<file path="src/rtl/mwc_ram.sv">
module mwc_ram #(
  parameter int DEPTH = 16,
  parameter int WIDTH = 8
) (
  input  logic                     clk,
  input  logic                     wr_en,
  input  logic [$clog2(DEPTH)-1:0] wr_addr,
  input  logic [WIDTH-1:0]         wr_data,
  input  logic                     rd_en,
  input  logic [$clog2(DEPTH)-1:0] rd_addr,
  output logic [WIDTH-1:0]         rd_data
);

  logic [WIDTH-1:0] mem [DEPTH];
  logic [WIDTH-1:0] rd_data_r;

  always_ff @(posedge clk) begin
    if (wr_en) begin
      mem[wr_addr] <= wr_data;
    end
  end

  always_ff @(posedge clk) begin
    if (rd_en) begin
      rd_data_r <= mem[rd_addr];
    end
  end

  assign rd_data = rd_data_r;

endmodule

</file>
<file path="config.mk">
export PLATFORM = sky130hd
export DESIGN_NAME = mwc_ram
export DESIGN_NICKNAME = d
export VERILOG_FILES = /design/src/rtl/mwc_ram.sv
export SDC_FILE = /design/constraint.sdc
export NUM_CORES = 1
export LEC_CHECK = 0
export BUFFER_PORTS_ARGS = -buffer_cell sky130_fd_sc_hd__buf_2
export CAP_MARGIN = 30
export CORE_MARGIN = 2
export CORE_UTILIZATION = 40
export DETAILED_ROUTE_END_ITERATION = 10
export MAX_ROUTING_LAYER = met4
export PLACE_DENSITY = 0.55
export REMOVE_ABC_BUFFERS = 1
export SYNTH_ARGS = -nofsm -noshare
export SYNTH_HDL_FRONTEND = slang
export SYNTH_SLANG_ARGS = --single-unit
</file>
<file path="constraint.sdc">
create_clock -name clk -period 5.61 [get_ports clk]
set_input_delay 1.122 -clock clk [delete_from_list [all_inputs] [get_ports clk]]
set_output_delay 1.122 -clock clk [all_outputs]
set_load 0.01 [all_outputs]
</file>
# Word-level counts from Yosys, hierarchy flattened
# Memory sizes are Yosys's and may differ from the RTL's. A register that Yosys moved wholly into a read port is not among the register bits.
# Cells that the tools add are included.
word_totals:
  ff_bits: 0
  mem_bits_rw: 128
  input_bits: 19
  out_inout_bits: 8
  wordCells: 3
  mem_count: 1
classes:
  n_mux: 2
memory_table:
  columns: ["memory", "words", "width", "rd", "rd_ports_with_merged_regs", "write_ports", "line", "text"]
  rows:
  - ["mem", 16, 8, 1, 1, 1, "14", "logic [WIDTH-1:0] mem [DEPTH];"]
ops:
  columns: ["operator", "n"]
  rows:
  - ["2-to-1 mux 1 bit", 2]

# Logic depth before layout (Yosys ltp)
# Gate-level depths: netlist of the first run.
logic_depth:
  ltp_word: 2
  ltp_mapped: 5
  mapped_depth_nobuf: 3

# Least setup slack after synthesis of the first run
# No wires, ideal clock.
synth_timing:
  path_type: "input to register"
  start: "input wr_addr[2]"
  end: "memory mem[0][0], enable pin"
  setup_time_ns: 0.383
  arrival_time_ns: 2.232
  required_ns: 5.227
  setup_slack_ns: 2.995
  path_stages: 2
  n_path_buf: 0
  path_cell_list: "or3b_2 -> nor3_1"
synth_rtl:
  columns: ["item", "line", "text"]
  rows:
  - ["start: declaration", "7", "input logic [$clog2(DEPTH)-1:0] wr_addr,"]
  - ["end: declaration", "14", null]
# No word-level cell before the write port.

==> run metrics, run 1 <==
Setup CP Type=input pin to flip-flop; Root Driver=clkbuf_16; switching power=454 µW; period utilization=0.459; register area share after synthesis=0.781; cell family with most CP delay=buffers and inverters; most frequent cells in the layout=edfxtp_1 (136), buf_2 (26), mux4_2 (18); ranking of synthesized cells by area=edfxtp_1 (78%), mux4_2 (7.8%), mux4_1 (7.0%); Synth Area in Adders=0; # setup viols final=0; VDD IR-drop max=0.242 mV; overall power=2330 µW; Detail Route Antenna Nets=0; Initial Util=0.413; Num CTS Buffers=17; combinational share of power=0.044; RSZ-0062 raised after global routing=false; FMAX=0.389 GHz; library cells used by synthesis=18; Gate Count Post-Synth=229; cell depth of the worst setup path=5; Worst-path clk slew=0.06 ns; ant diodes=0; P&R area growth vs syn=16.8%; synthesized cell area=5230 µm²; number of global-route vias before repair=2,491; Worst Hold Depth=3; reg2reg path depth=3; first-pass GRT wire length=15,700 µm; P_leak=0.00202 µW; number of synthesized register bits=136; core region area=12,700 µm²; Final TNS setup=0 ns; worst path required time=5.77 ns; Crit Reg-Reg Startpoint=mem[1][0]; 1st-iter DRT viols=226; Synth top area share=0.781; Fillers=1,061; total number of yosys warnings=0; Crit Path Max Fanout=17; Worst Tran Pin Value=0.978 ns; clock sinks=136; clk_lat worst skew=0.41 ns; Die W=118 µm; simple logic cell fraction of the synthesized area=0.0314; drt via density=5.21; largest net degree at the start of global routing=33; Setup Fix Bufs, Post-CTS=0; Layout Nets=288; die height=118 µm; drt pass-1 iters=6; dpl ws=2.58 ns; Yosys top cell by area=edfxtp_1; row count=41; pwr dens=381 nW/µm²; Final Slew Violations=0; CP startpoint kind=input pin; critical path startpoint=rd_addr[0]; CTS tree=yes; residual DRC count=0; mux contribution to synthesized area=0.148; Avg Synthesized Cell Area=22.8 µm²; placed cells=422; worst-case clock buffer depth=2; kind of end point of the critical path=flip-flop; port bufs=26; filler-free cell count of the finished design=453; slowest stage cell on the critical path=mux4_2; hpwl dp=6310 µm; IO Pins=27; Critical Path Max Stage Delay=0.51 ns; vias post-DR=2,362; Final Hold Fails=0; crit path buf inv count=2; initial antenna violation count=0; most common cell after layout, fill and taps aside=edfxtp_1; gr ovfl total=0; Sequential Area=4080 µm²; Tmin final=2.57 ns; final WL=10,200 µm; WL/cell=22.5 µm; Setup WS post-layout=3.04 ns; status=complete, no violations; Fin Hold WS=0.748 ns; Flop pwr share=0.495; Power Internal=1870 µW; Slew headroom=0.345; # hold bufs at CTS=0; area of the multi-input gates=1060 µm²; Die Area=14,000 µm²; GPL Wtd Cong=0.704; H-tree levels=4; sw frac=0.195; hold_sp=mem[13][0]; worst-path cell chain=buf_2 -> buf_12 -> mux4_2 -> a22oi_1 -> nand2_1; Critical Path AT=2.73 ns; hold crit path type=flip-flop to flip-flop; gr usage total=0.163; XOR/XNOR Fraction of Synth Area=0; Clock power frac=0.461; cts repair resizes=0; worst clock skew=0.00471 ns; largest family of logic cells by synthesized area=multiplexers; share of layout cells above drive strength 1=0.270; compound-gate portion of the synthesized area=0.0230; Max Cap Viol=0
-- worst reg2reg max path, cell delays in order, from the launching register on --
cell	delay (ns)
edfxtp_1	0.34
mux4_1	0.50
a22oi_1	0.32
nand2_1	0.09
-- layout make-up --
cell class | count | area share
clock inverter | 12 | 0.0219
multi-input combinational | 83 | 0.173
tap | 172 | 0.0353
timing repair buffer | 31 | 0.0295
sequential | 136 | 0.669
clock buffer | 19 | 0.0709
-- sequential cells by signal, summed over array words and instances (netlist names) --
register,cells
rd_data,8
mem,128
-- logic make-up (layout without fill, tap and decap cells) --
logic type / count (synthesis) / in the layout
buf+inv: 10 / 62
mux: 32 / 32
compound gates: 16 / 16
simple gates: 35 / 35
flops: 136 / 136
-- routing by layer --
metal,part of all wire,up-vias,global-route usage,wire length (µm)
met1,0.46,1221,0.228,4680
met5,0,-,-,0
met2,0.46,71,0.227,4680
met4,0.014,0,0.0655,145
li1,-,1058,-,-
met3,0.068,12,0.0463,692
-- Yosys cell counts, drive strengths merged --
master and count:
buf 7, nor2b 1, a22oi 16, nand3b 2
clkdlybuf4s25 3, edfxtp 136, nand2b 2, and2 1
nand2 9, nand3 1, nor2 13, mux4 32
nor3 4, or3b 1, and2b 1
-- final timing paths --
check                    end  slack (ns)
setup / recovery  rd_data[6]        3.04
hold / removal    rd_data[0]        0.75
setup reg to reg  rd_data[0]        4.12
hold reg to reg   rd_data[0]        0.75
-- power groups by stage --
stage	Clock, µW	Combinational (µW)	Sequential [µW]
6_report	1070	102	1150
5_1_grt	1140	113	1150
4_1_cts	1090	104	1150
3_5_place_dp	0	104	1170
3_3_place_gp	0	101	1170
2_1_floorplan	0	45.6	1170
-- per-stage QoR --
step,area (µm²),util
global route,6100,0.482
CTS,6100,0.482
detailed placement,5540,0.437
global placement,5520,0.435
finish,6100,0.482
floorplan,5140,-
(Power assumes the default switching activity.)
==> run 2: changes to the inputs <==
--- a/config.mk
+++ b/config.mk
@@ -11,7 +11,7 @@
 export CORE_UTILIZATION = 40
 export DETAILED_ROUTE_END_ITERATION = 10
 export MAX_ROUTING_LAYER = met4
-export PLACE_DENSITY = 0.55
+export PLACE_DENSITY = 0.57
 export REMOVE_ABC_BUFFERS = 1
 export SYNTH_ARGS = -nofsm -noshare
 export SYNTH_HDL_FRONTEND = slang
==> constraint.sdc (replaced) <==
create_clock -name clk -period 2.2 [get_ports clk]
set_input_delay 0.44 -clock clk [delete_from_list [all_inputs] [get_ports clk]]
set_output_delay 0.44 -clock clk [all_outputs]
set_load 0.01 [all_outputs]
==> run 2 against run 1 <==
Against the previous run:
- largest cell class unchanged
- first-iteration DRC count shrank 24%
- highest routed layer unchanged
- core utilization grew 1.4 points
- routed wire length shrank 1.4%
==> run metrics, run 2 (same netlist as run 1, synthesis figures left out) <==
status=complete, no violations; FMAX=0.645 GHz; vias post-DR=2,453; number of global-route vias before repair=2,580; largest net degree at the start of global routing=21; Core Util, Final=0.495; worst-case clock buffer depth=2; Die W=118 µm; worst reg2reg setup slack=0.72 ns; die height=118 µm; VDD IR-drop max=0.578 mV; drt via density=5.20; hpwl dp=6510 µm; Critical Path Max Stage Delay=0.59 ns; Worst-path clk slew=0.05 ns; pwr dens=953 nW/µm²; Root Driver=clkbuf_16; Layout Nets=305; Final Slew Violations=0; Tmin final=1.55 ns; Fillers=1,043; Biggest register=mem; Setup Fix Bufs, Post-CTS=0; worst-path cell chain=buf_2 -> buf_12 -> mux4_1 -> a22oi_1 -> nand2_1; drt pass-1 iters=4; residual DRC count=0; first-pass GRT wire length=15,600 µm; Final Hold Fails=0; most common cell after layout, fill and taps aside=edfxtp_1; worst path required time=2.36 ns; CTS tree=yes; worst clock skew=0.00704 ns; Worst Tran Pin Value=0.419 ns; H-tree levels=4; # setup viols final=0; Crit Path Max Fanout=17; CP startpoint kind=input pin; share of layout cells above drive strength 1=0.324; clk_lat worst skew=0.41 ns; WL/cell=21.3 µm; Setup CP Type=input pin to flip-flop; gr usage total=0.162; kind of end point of the critical path=flip-flop; core region area=12,700 µm²; Slew headroom=0.720; row count=41; Die Area=14,000 µm²; max reg flops=128; IO Pins=27; RSZ-0062 raised after global routing=false; hold crit path type=input pin to flip-flop; GPL Wtd Cong=0.714; P&R area growth vs syn=20.1%; Num CTS Buffers=17; Max Cap Viol=0; P_leak=0.00213 µW; slowest stage cell on the critical path=mux4_1; Initial Util=0.413; gr ovfl total=0; Critical Path AT=1.71 ns; Detail Route Antenna Nets=0; # hold bufs at CTS=0; clock sinks=136; period utilization=0.705; cts repair resizes=0; 1st-iter DRT viols=172; final WL=10,100 µm; port bufs=26; most frequent cells in the layout=edfxtp_1 (136), buf_2 (26), buf_4 (19); initial antenna violation count=1; Final TNS setup=0 ns
-- run 2: changes by cell type in the layout (fill, tap and decap cells not counted), sizes merged --
| cell | before | now |
|---|---|---|
| clkinv | 8 | 10 |
| clkbuf | 19 | 17 |
| clkinvlp | 1 | 2 |
| buf | 31 | 48 |
| diode | 0 | 1 |
-- run 2: critical path, delay by kind of cell --
family | cells | cell delay (ns)
buffers and inverters | 2 | 0.33
AOI/OAI and AO/OA | 1 | 0.27
muxes | 1 | 0.59
and+or+nand+nor | 1 | 0.08
-- run 2: per-layer routing --
layer / share of wire / GRT usage / vias to the layer above / wire (µm)
met5: 0 / - / - / 0
met4: 0.0090 / 0.0587 / 0 / 91
met3: 0.051 / 0.0492 / 7 / 512
met2: 0.48 / 0.232 / 55 / 4870
met1: 0.46 / 0.220 / 1295 / 4590
li1: - / - / 1096 / -
-- run 2: worst paths after layout --
check                   from         end  depth (start not counted)
setup / recovery  rd_addr[0]  rd_data[2]                          5
hold / removal    wr_data[1]  mem[14][1]                          1
setup reg to reg   mem[7][6]  rd_data[6]                          3
hold reg to reg   mem[15][6]  rd_data[6]                          3
-- run 2: cell type report --
class	count	area (µm²)	share of cell area
Sequential cell	136	4080	0.651
Multi-Input combinational cell	83	1060	0.168
Clock buffer	17	425	0.0678
Timing Repair Buffer	48	333	0.0530
Tap cell	172	215	0.0343
Clock inverter	15	160	0.0255
Antenna cell	1	2.50	0.000399
-- run 2: per-stage QoR --
stage	cells	power [µW]	hold WS, ns	cell area [µm²]	worst slack (ns)
2_1_floorplan	219	3110	0.539	5140	0.267
3_3_place_gp	439	3270	0.744	5690	0.192
3_5_place_dp	439	3270	0.742	5690	0.204
4_1_cts	471	6050	0.402	6270	0.639
5_1_grt	472	6200	0.399	6280	0.588
6_report	472	5980	0.412	6280	0.649
-- run 2: where the power goes --
part	switching (µW)	internal (µW)	leakage, µW	total [µW]
clock	1010	1760	0.000287	2770
sequential	15.8	2920	0.00124	2940
combinational	155	120	0.000603	275
total	1180	4800	0.00213	5980
