**config.mk**
```make
export PLATFORM = sky130hd
export DESIGN_NAME = mwc_cnt_mem
export DESIGN_NICKNAME = d
export VERILOG_FILES = /design/src/rtl/mwc_pkg.sv /design/src/rtl/mwc_ram.sv /design/src/rtl/mwc_cnt_mem.sv
export SDC_FILE = /design/constraint.sdc
export NUM_CORES = 2
export LEC_CHECK = 0
export ABC_CLOCK_PERIOD_IN_PS = 3500
export BUFFER_PORTS_ARGS = -buffer_cell sky130_fd_sc_hd__buf_2
export CORE_UTILIZATION = 55
export DETAILED_ROUTE_END_ITERATION = 10
export GPL_TIMING_DRIVEN = 0
export PLACE_DENSITY = 0.81
export RECOVER_POWER = 100
export SETUP_SLACK_MARGIN = 0.5
export SYNTH_ARGS = -nofsm -noshare
export SYNTH_HDL_FRONTEND = slang
export SYNTH_SLANG_ARGS = --single-unit
export TNS_END_PERCENT = 50
```
**constraint.sdc**
```tcl
create_clock -name clk -period 3.5 [get_ports clk]
set_clock_uncertainty 0.2 [all_clocks]
set_input_delay 0.175 -clock clk [delete_from_list [all_inputs] [get_ports clk]]
set_output_delay 0.175 -clock clk [all_outputs]
set_load 0.005 [all_outputs]
```
**src/rtl/mwc_pkg.sv**
```systemverilog
package mwc_pkg;

  localparam int TEXT_DEPTH = 4096;
  localparam int TXT_AW     = $clog2(TEXT_DEPTH);
  localparam int POS_W      = TXT_AW + 1;

  localparam int ALPH_SIZE  = 256;
  localparam int ALPH_AW    = $clog2(ALPH_SIZE);

  localparam int FUNC_W     = 2;
  localparam int SYM_W      = 8;
  localparam int CNT_W      = 13;
  localparam int DIST_W     = 9;
  localparam int START_W    = 12;
  localparam int LEN_W      = 13;

  localparam logic [CNT_W-1:0] REQ_MAX = 13'd8191;

  typedef enum logic [FUNC_W-1:0] {
    FUNC_CLEAR  = 2'd0,
    FUNC_TARGET = 2'd1,
    FUNC_TEXT   = 2'd2
  } func_t;

  typedef enum logic [2:0] {
    ST_IDLE,
    ST_EXEC,
    ST_CHECK,
    ST_SRD,
    ST_SUPD
  } state_t;

  typedef struct packed {
    logic               clr;
    logic               rd_en;
    logic [ALPH_AW-1:0] rd_addr;
    logic               wr_en;
    logic [ALPH_AW-1:0] wr_addr;
    logic [CNT_W-1:0]   wr_data;
  } cnt_cmd_t;

endpackage

```
**src/rtl/mwc_ram.sv**
```systemverilog
module mwc_ram #(
  parameter int DEPTH = 16,
  parameter int WIDTH = 8
) (
  input  logic                     clk,
  input  logic                     wr_en,
  input  logic [$clog2(DEPTH)-1:0] wr_addr,
  input  logic [WIDTH-1:0]         wr_data,
  input  logic                     rd_en,
  input  logic [$clog2(DEPTH)-1:0] rd_addr,
  output logic [WIDTH-1:0]         rd_data
);

  logic [WIDTH-1:0] mem [DEPTH];
  logic [WIDTH-1:0] rd_data_r;

  always_ff @(posedge clk) begin
    if (wr_en) begin
      mem[wr_addr] <= wr_data;
    end
  end

  always_ff @(posedge clk) begin
    if (rd_en) begin
      rd_data_r <= mem[rd_addr];
    end
  end

  assign rd_data = rd_data_r;

endmodule

```
**src/rtl/mwc_cnt_mem.sv**
```systemverilog
module mwc_cnt_mem (
  input  logic                      clk,
  input  logic                      rst_n,
  input  mwc_pkg::cnt_cmd_t         cmd,
  output logic [mwc_pkg::CNT_W-1:0] rd_data
);
  import mwc_pkg::*;

  logic [ALPH_SIZE-1:0] vld_r;
  logic                 vld_q_r;
  logic [CNT_W-1:0]     ram_q;

  mwc_ram #(
    .DEPTH (ALPH_SIZE),
    .WIDTH (CNT_W)
  ) u_ram (
    .clk     (clk),
    .wr_en   (cmd.wr_en),
    .wr_addr (cmd.wr_addr),
    .wr_data (cmd.wr_data),
    .rd_en   (cmd.rd_en),
    .rd_addr (cmd.rd_addr),
    .rd_data (ram_q)
  );

  // an entry never written since clear reads as zero
  always_ff @(posedge clk) begin
    if (!rst_n || cmd.clr) begin
      vld_r <= '0;
    end else if (cmd.wr_en) begin
      vld_r[cmd.wr_addr] <= 1'b1;
    end
  end

  always_ff @(posedge clk) begin
    if (!rst_n) begin
      vld_q_r <= 1'b0;
    end else if (cmd.rd_en) begin
      vld_q_r <= vld_r[cmd.rd_addr];
    end
  end

  assign rd_data = vld_q_r ? ram_q : '0;

endmodule

```
Word level (Yosys, flattened, before mapping)
Memories as Yosys holds them, arrays and structs flattened. A register that Yosys moved wholly into a read port is not among the register bits.
Cells that the tools add are included.
{ "op_classes": {"n_addsub": 0, "n_mul": 0, "div_mod_pow": 0, "n_lt_le_gt_ge": 3, "n_eq_ne": 0, "shift": 0, "muxes": 7, "bitwise_logic": 1, "reduce_logical": 3} }
{ "ops": {"columns": ["cell", "n"], "rows": [
  ["$or A256 B256 Y256", 1],
  ["$lt A8 B9 Y1 const B", 2],
  ["$mux W13", 1],
  ["$bmux W1 S8", 1],
  ["$demux W1 S8", 1],
  ["$ge A8 B1 Y1 const B", 1],
  ["$mux W1", 4],
  ["$logic_and A1 B1 Y1", 1],
  ["$logic_not A1 Y1", 1],
  ["$logic_or A1 B1 Y1", 1]
]} }
{ "totals": {"reg_bits": 257, "latch_bits": 0, "ramBits": 3328, "romBits": 0, "in_bits": 34, "output_inout_bits": 13, "elab_cells": 17, "memories": 1} }
{ "mem_list": {"columns": ["memory", "depth", "width", "rd", "rd_clocked_by_memory_dff", "write_ports", "line", "text"], "rows": [
  ["u_ram.mem", 256, 13, 1, 1, 1, "mwc_ram.sv:14", "logic [WIDTH-1:0] mem [DEPTH];"]
]} }

Depth between registers and ports, before layout
{ "logic_depth": {"ltp_word": 5, "depth_mapped": 11, "mapped_depth_nobuf": 6} }

Cells and area by module
From an unflattened synthesis, not the netlist that was laid out.
{ "unflattened": {"cells_unflattened": 6835, "hier_area_um2": 138884.5} }
{ "by_module_without_submodules": {"columns": ["module", "n_inst", "cells_per_inst", "area_each_um2", "seq_area_each_um2"], "rows": [
  ["mwc_ram", 1, 5729, 128514.5, 100326.2],
  ["mwc_cnt_mem", 1, 1106, 10369.9, 5144.9]
]} }

Worst setup path before layout
OpenSTA, ideal clock, no wires.
{ "synth_timing": {"path_kind": "input-to-reg", "from": "in cmd[23] in the netlist's numbering", "to": "reg u_ram.rd_data_r[2] (netlist: u_ram.rd_data[2]) (read register of u_ram.mem) (data pin)", "setup_ns": 0.265, "arrival_ns": 2.025, "setup_slack_ns": 1.010, "stages": 9, "path_buffers": 4, "path_cell_list": "buf_4 -> buf_2 -> buf_2 -> buf_1 -> mux4_2 -> a221oi_1 -> o22ai_1 -> o21ai_0 -> nand4_1"} }
{ "synth_rtl": {"columns": ["element", "line", "text"], "rows": [
  ["start: declaration", "mwc_cnt_mem.sv:4", "input mwc_pkg::cnt_cmd_t cmd,"],
  ["end: declaration", "mwc_ram.sv:15", "logic [WIDTH-1:0] rd_data_r;"]
]} }

==> flow_summary.json <==
{
  "hold_ws_ns": 0.0489,
  "synthSimpleGateAreaFrac_pct": 2.49,
  "power_mw": 90.6,
  "avgRoutedWirePerCell_um": 41.8,
  "status": "finished, violations left",
  "synth_flop_cell": "edfxtp_1",
  "ctsRootBufferMaster": "clkbuf_16",
  "critPathKind": "in -> reg",
  "violations": "capacitance limit, slew limit, setup timing",
  "drt-total-wl_mm": 443,
  "synthAdderAreaFrac_pct": 0,
  "ys_seq_elements": 3598,
  "core_area_mm2": 0.246,
  "port_buffers": 37,
  "arrival_ns": 3.99,
  "peakVddDrop_v": 0.000444,
  "crit_path_top_delay_cell": "buf_4",
  "reg2reg_setup_slack_ns": -0.04,
  "crit_family": "compound AO/OA/AOI/OAI gates",
  "period_minus_slack_ns": 3.63,
  "rsz0062_at_grt": "yes",
  "slew_headroom_pct": -120,
  "critPathCapture": "u_ram.rd_data[6]",
  "grt_pass1_wl_mm": 598,
  "syn_inst": 6426,
  "synth_top_area_share_pct": 73.5,
  "syn_to_final_growth_pct": 14.1,
  "synth_top_family_by_area": "multiplexers",
  "p_leak_nw": 48.2,
  "whs_path_depth": 4,
  "numCtsBuffers": 355,
  "drt_iter0_drc": 14044,
  "async_flop_share_pct": 0,
  "cp.depth": 9,
  "first_global_vias": 75541,
  "clk_latency_ns": 1.03,
  "power.density_mw_per_mm2": 581,
  "vias": 77133,
  "crit_top_cell": "buf_4",
  "htree_levels": 5,
  "dieHeight_um": 500,
  "grt_max_degree": 160,
  "synth_area_mm2": 0.137,
  "cts.clk_slew.worst_paths_ns": 0.06,
  "ios": 47,
  "clock.fmax_ghz": 0.275,
  "synth_area_per_cell_um2": 21.3,
  "cp-startpoint": "cmd[23]",
  "layout.nets": 7039,
  "dr.pass1.iters": 9,
  "yosys.area.top_type": "edfxtp_1",
  "cts.path.max_buffers": 4,
  "crit_path_max_fanout": 10,
  "worst_setup_path_end_kind": "flip-flop",
  "cts.sinks": 3598,
  "r2r_start": "u_ram.mem[147][5]",
  "fin_crit_sh_pct": 104,
  "start_util_pct": 55.4,
  "fin_ws_ns": -0.130,
  "track_usage_pct": 35.1,
  "reg2reg_depth": 6,
  "antenna_found_initial": 29,
  "synth_warnings": 0,
  "r2r_end": "u_ram.rd_data[5]",
  "gp_congestion": 1.06,
  "remaining_drc_errors": 0,
  "slew_violations": 2321,
  "synth_nets": 6460,
  "grt_overflow": 0,
  "muxShareOfSynthArea_pct": 14.8,
  "path_buf_inv": 3,
  "dp_hpwl_mm": 257,
  "cts_tree": "done",
  "setup_violations": 69,
  "synth_edf_count": 3341,
  "ys_top_cells_by_area": "edfxtp_1, mux4_2, dfxtp_1",
  "crit_chain": "buf_4, buf_4, clkbuf_4, mux4_2, a22o_1, a221oi_1, o22ai_1, o21ai_2, nand4_1",
  "required_ns": 3.86,
  "slowest_delay_ns": 0.50,
  "placementRows": 182,
  "crit_path_start_kind": "input pin",
  "die_area_mm2": 0.250,
  "yosysUniqueCellTypes": 46,
  "yosysSeqAreaShare_pct": 77.2,
  "hold_viol_final": 0,
  "cap_violations": 76,
  "avgViaCountPerCell": 7.27,
  "synth_compound_area_share_pct": 4.01,
  "worstMarginPinSlew_ns": 3.30,
  "antenna_left": 0,
  "die_w_um": 500,
  "hold_class": "in -> reg",
  "synthXorXnorAreaFrac_pct": 0,
  "drive_above_1_share_pct": 26.8
}
[worst register-to-register path, cell delays in order, from the launching register on]
cell      delay (ns)
edfxtp_1        0.37
mux4_2          0.47
a22o_1          0.32
a221oi_4        0.44
o22ai_1         0.17
o21ai_1         0.71
nand4_1         0.47
[registers in the layout (all words and copies together) (netlist names)]
signal	count
u_ram.mem	3328
u_ram.rd_data	13
vld_q_r	1
vld_r	256
[logic make-up (layout without fill, tap and decap cells)]
logic type / Yosys count / after routing
multiplexers: 915 / 915
other: 0 / 28
flip-flops: 3598 / 3598
AND/OR/NAND/NOR: 849 / 849
buffers and inverters: 407 / 1251
AO/OA/AOI/OAI: 657 / 657
[how the worst min path moves through the flow]
stage	slack (ns)	startpoint	to
global placement	0.24	vld_r[78]	vld_r[78]
floorplan	0.07	cmd[0]	u_ram.mem[0][0]
global route	0.04	cmd[13]	vld_r[163]
detailed placement	0.26	vld_r[147]	vld_r[147]
CTS	0.007	cmd[13]	vld_r[195]
finish	0.05	cmd[27]	vld_q_r
[area by class of cell]
type | instances | area [um^2]
well taps | 3312 | 4140
flip-flops and latches | 3598 | 105000
repair buffers | 222 | 1510
clock buffers | 434 | 9350
multi-input cells | 2421 | 31100
fillers | 15577 | 90500
inverters | 3 | 11.3
diodes | 28 | 70.1
clock inverters | 188 | 1850
plain buffers | 404 | 2400
[cells in the mapped netlist (2+ instances only)]
master        n
and2_1       15
clkbuf_1    218
a311oi_1      2
nand2b_1      6
mux4_2      882
or2_2         3
nand3_1      27
o21ai_1      44
nor3_1        2
inv_1         3
buf_2        75
buf_6        41
o22ai_1     112
o21a_1        2
a22oi_1      10
nand4_1      22
dfxtp_1     257
buf_4        16
nand4b_1      2
a31oi_1       3
buf_8         2
o221ai_1      6
buf_1        52
a211oi_1      5
nor2_1      722
nor2b_1      16
o21ai_0       9
a21oi_1      11
a22o_1      208
mux2i_1      33
nand2_1      30
o21ba_2      29
edfxtp_1   3341
a2111oi_0     2
a221oi_2     38
a221oi_1    170
[stage by stage]
| stage | instance area, um^2 | utilization [%] | setup WS [ns] | instances | setup TNS (ns) |
|---|---|---|---|---|---|
| CTS | 157000 | 63.7 | 0.148 | 10571 | 0 |
| finish | 156000 | 63.3 | -0.130 | 10610 | -3.63 |
| global route | 156000 | 63.2 | 0.0876 | 10594 | 0 |
| detailed placement | 143000 | 58.0 | -2.44 | 9867 | -963.86 |
| floorplan | 137000 | - | 1.01 | 6426 | 0 |
| global placement | 141000 | 57.2 | -2.36 | 9775 | -5334.99 |
[per-layer routing]
metal | part of all wire, % | track usage [%] | up-vias
met5 | 0.079 | 0.0386 | -
met3 | 15 | 12.6 | 1774
met2 | 45 | 52.4 | 7964
li1 | - | - | 28086
met4 | 8.0 | 23.3 | 20
met1 | 32 | 43.4 | 39289
[timing repair]
item,4_1_cts,5_1_grt
gates cloned,0,0
hold buffers,48,1
pin swaps,59,39
hold endpoints to repair,2297,14
resized for setup,441,110
setup buffers,34,0
setup endpoints to repair,965,636
[cell usage in the layout (no fill, tap or decap), types with 30 or more instances in the layout]
| master | count |
|---|---|
| a221oi_1 | 66 |
| clkinv_2 | 56 |
| mux4_2 | 882 |
| a221oi_4 | 65 |
| nand2_1 | 30 |
| dfxtp_1 | 257 |
| a22o_1 | 198 |
| bufinv_16 | 35 |
| buf_2 | 74 |
| mux2i_1 | 33 |
| a221oi_2 | 77 |
| clkbuf_16 | 360 |
| dlygate4sd3_1 | 49 |
| clkinv_1 | 71 |
| o22ai_1 | 84 |
| buf_4 | 56 |
| clkbuf_2 | 69 |
| edfxtp_1 | 3341 |
| nor2_2 | 53 |
| nor2_1 | 669 |
| buf_6 | 58 |
| clkbuf_1 | 343 |
[power breakdown]
group          total [mW]  internal, mW  switching (mW)
clock network        38.1          21.5            16.5
logic                5.42          1.66            3.76
registers            47.1          47.1          0.0369
total                90.6          70.3            20.3
Note: power is estimated with default switching activity, not from simulation.
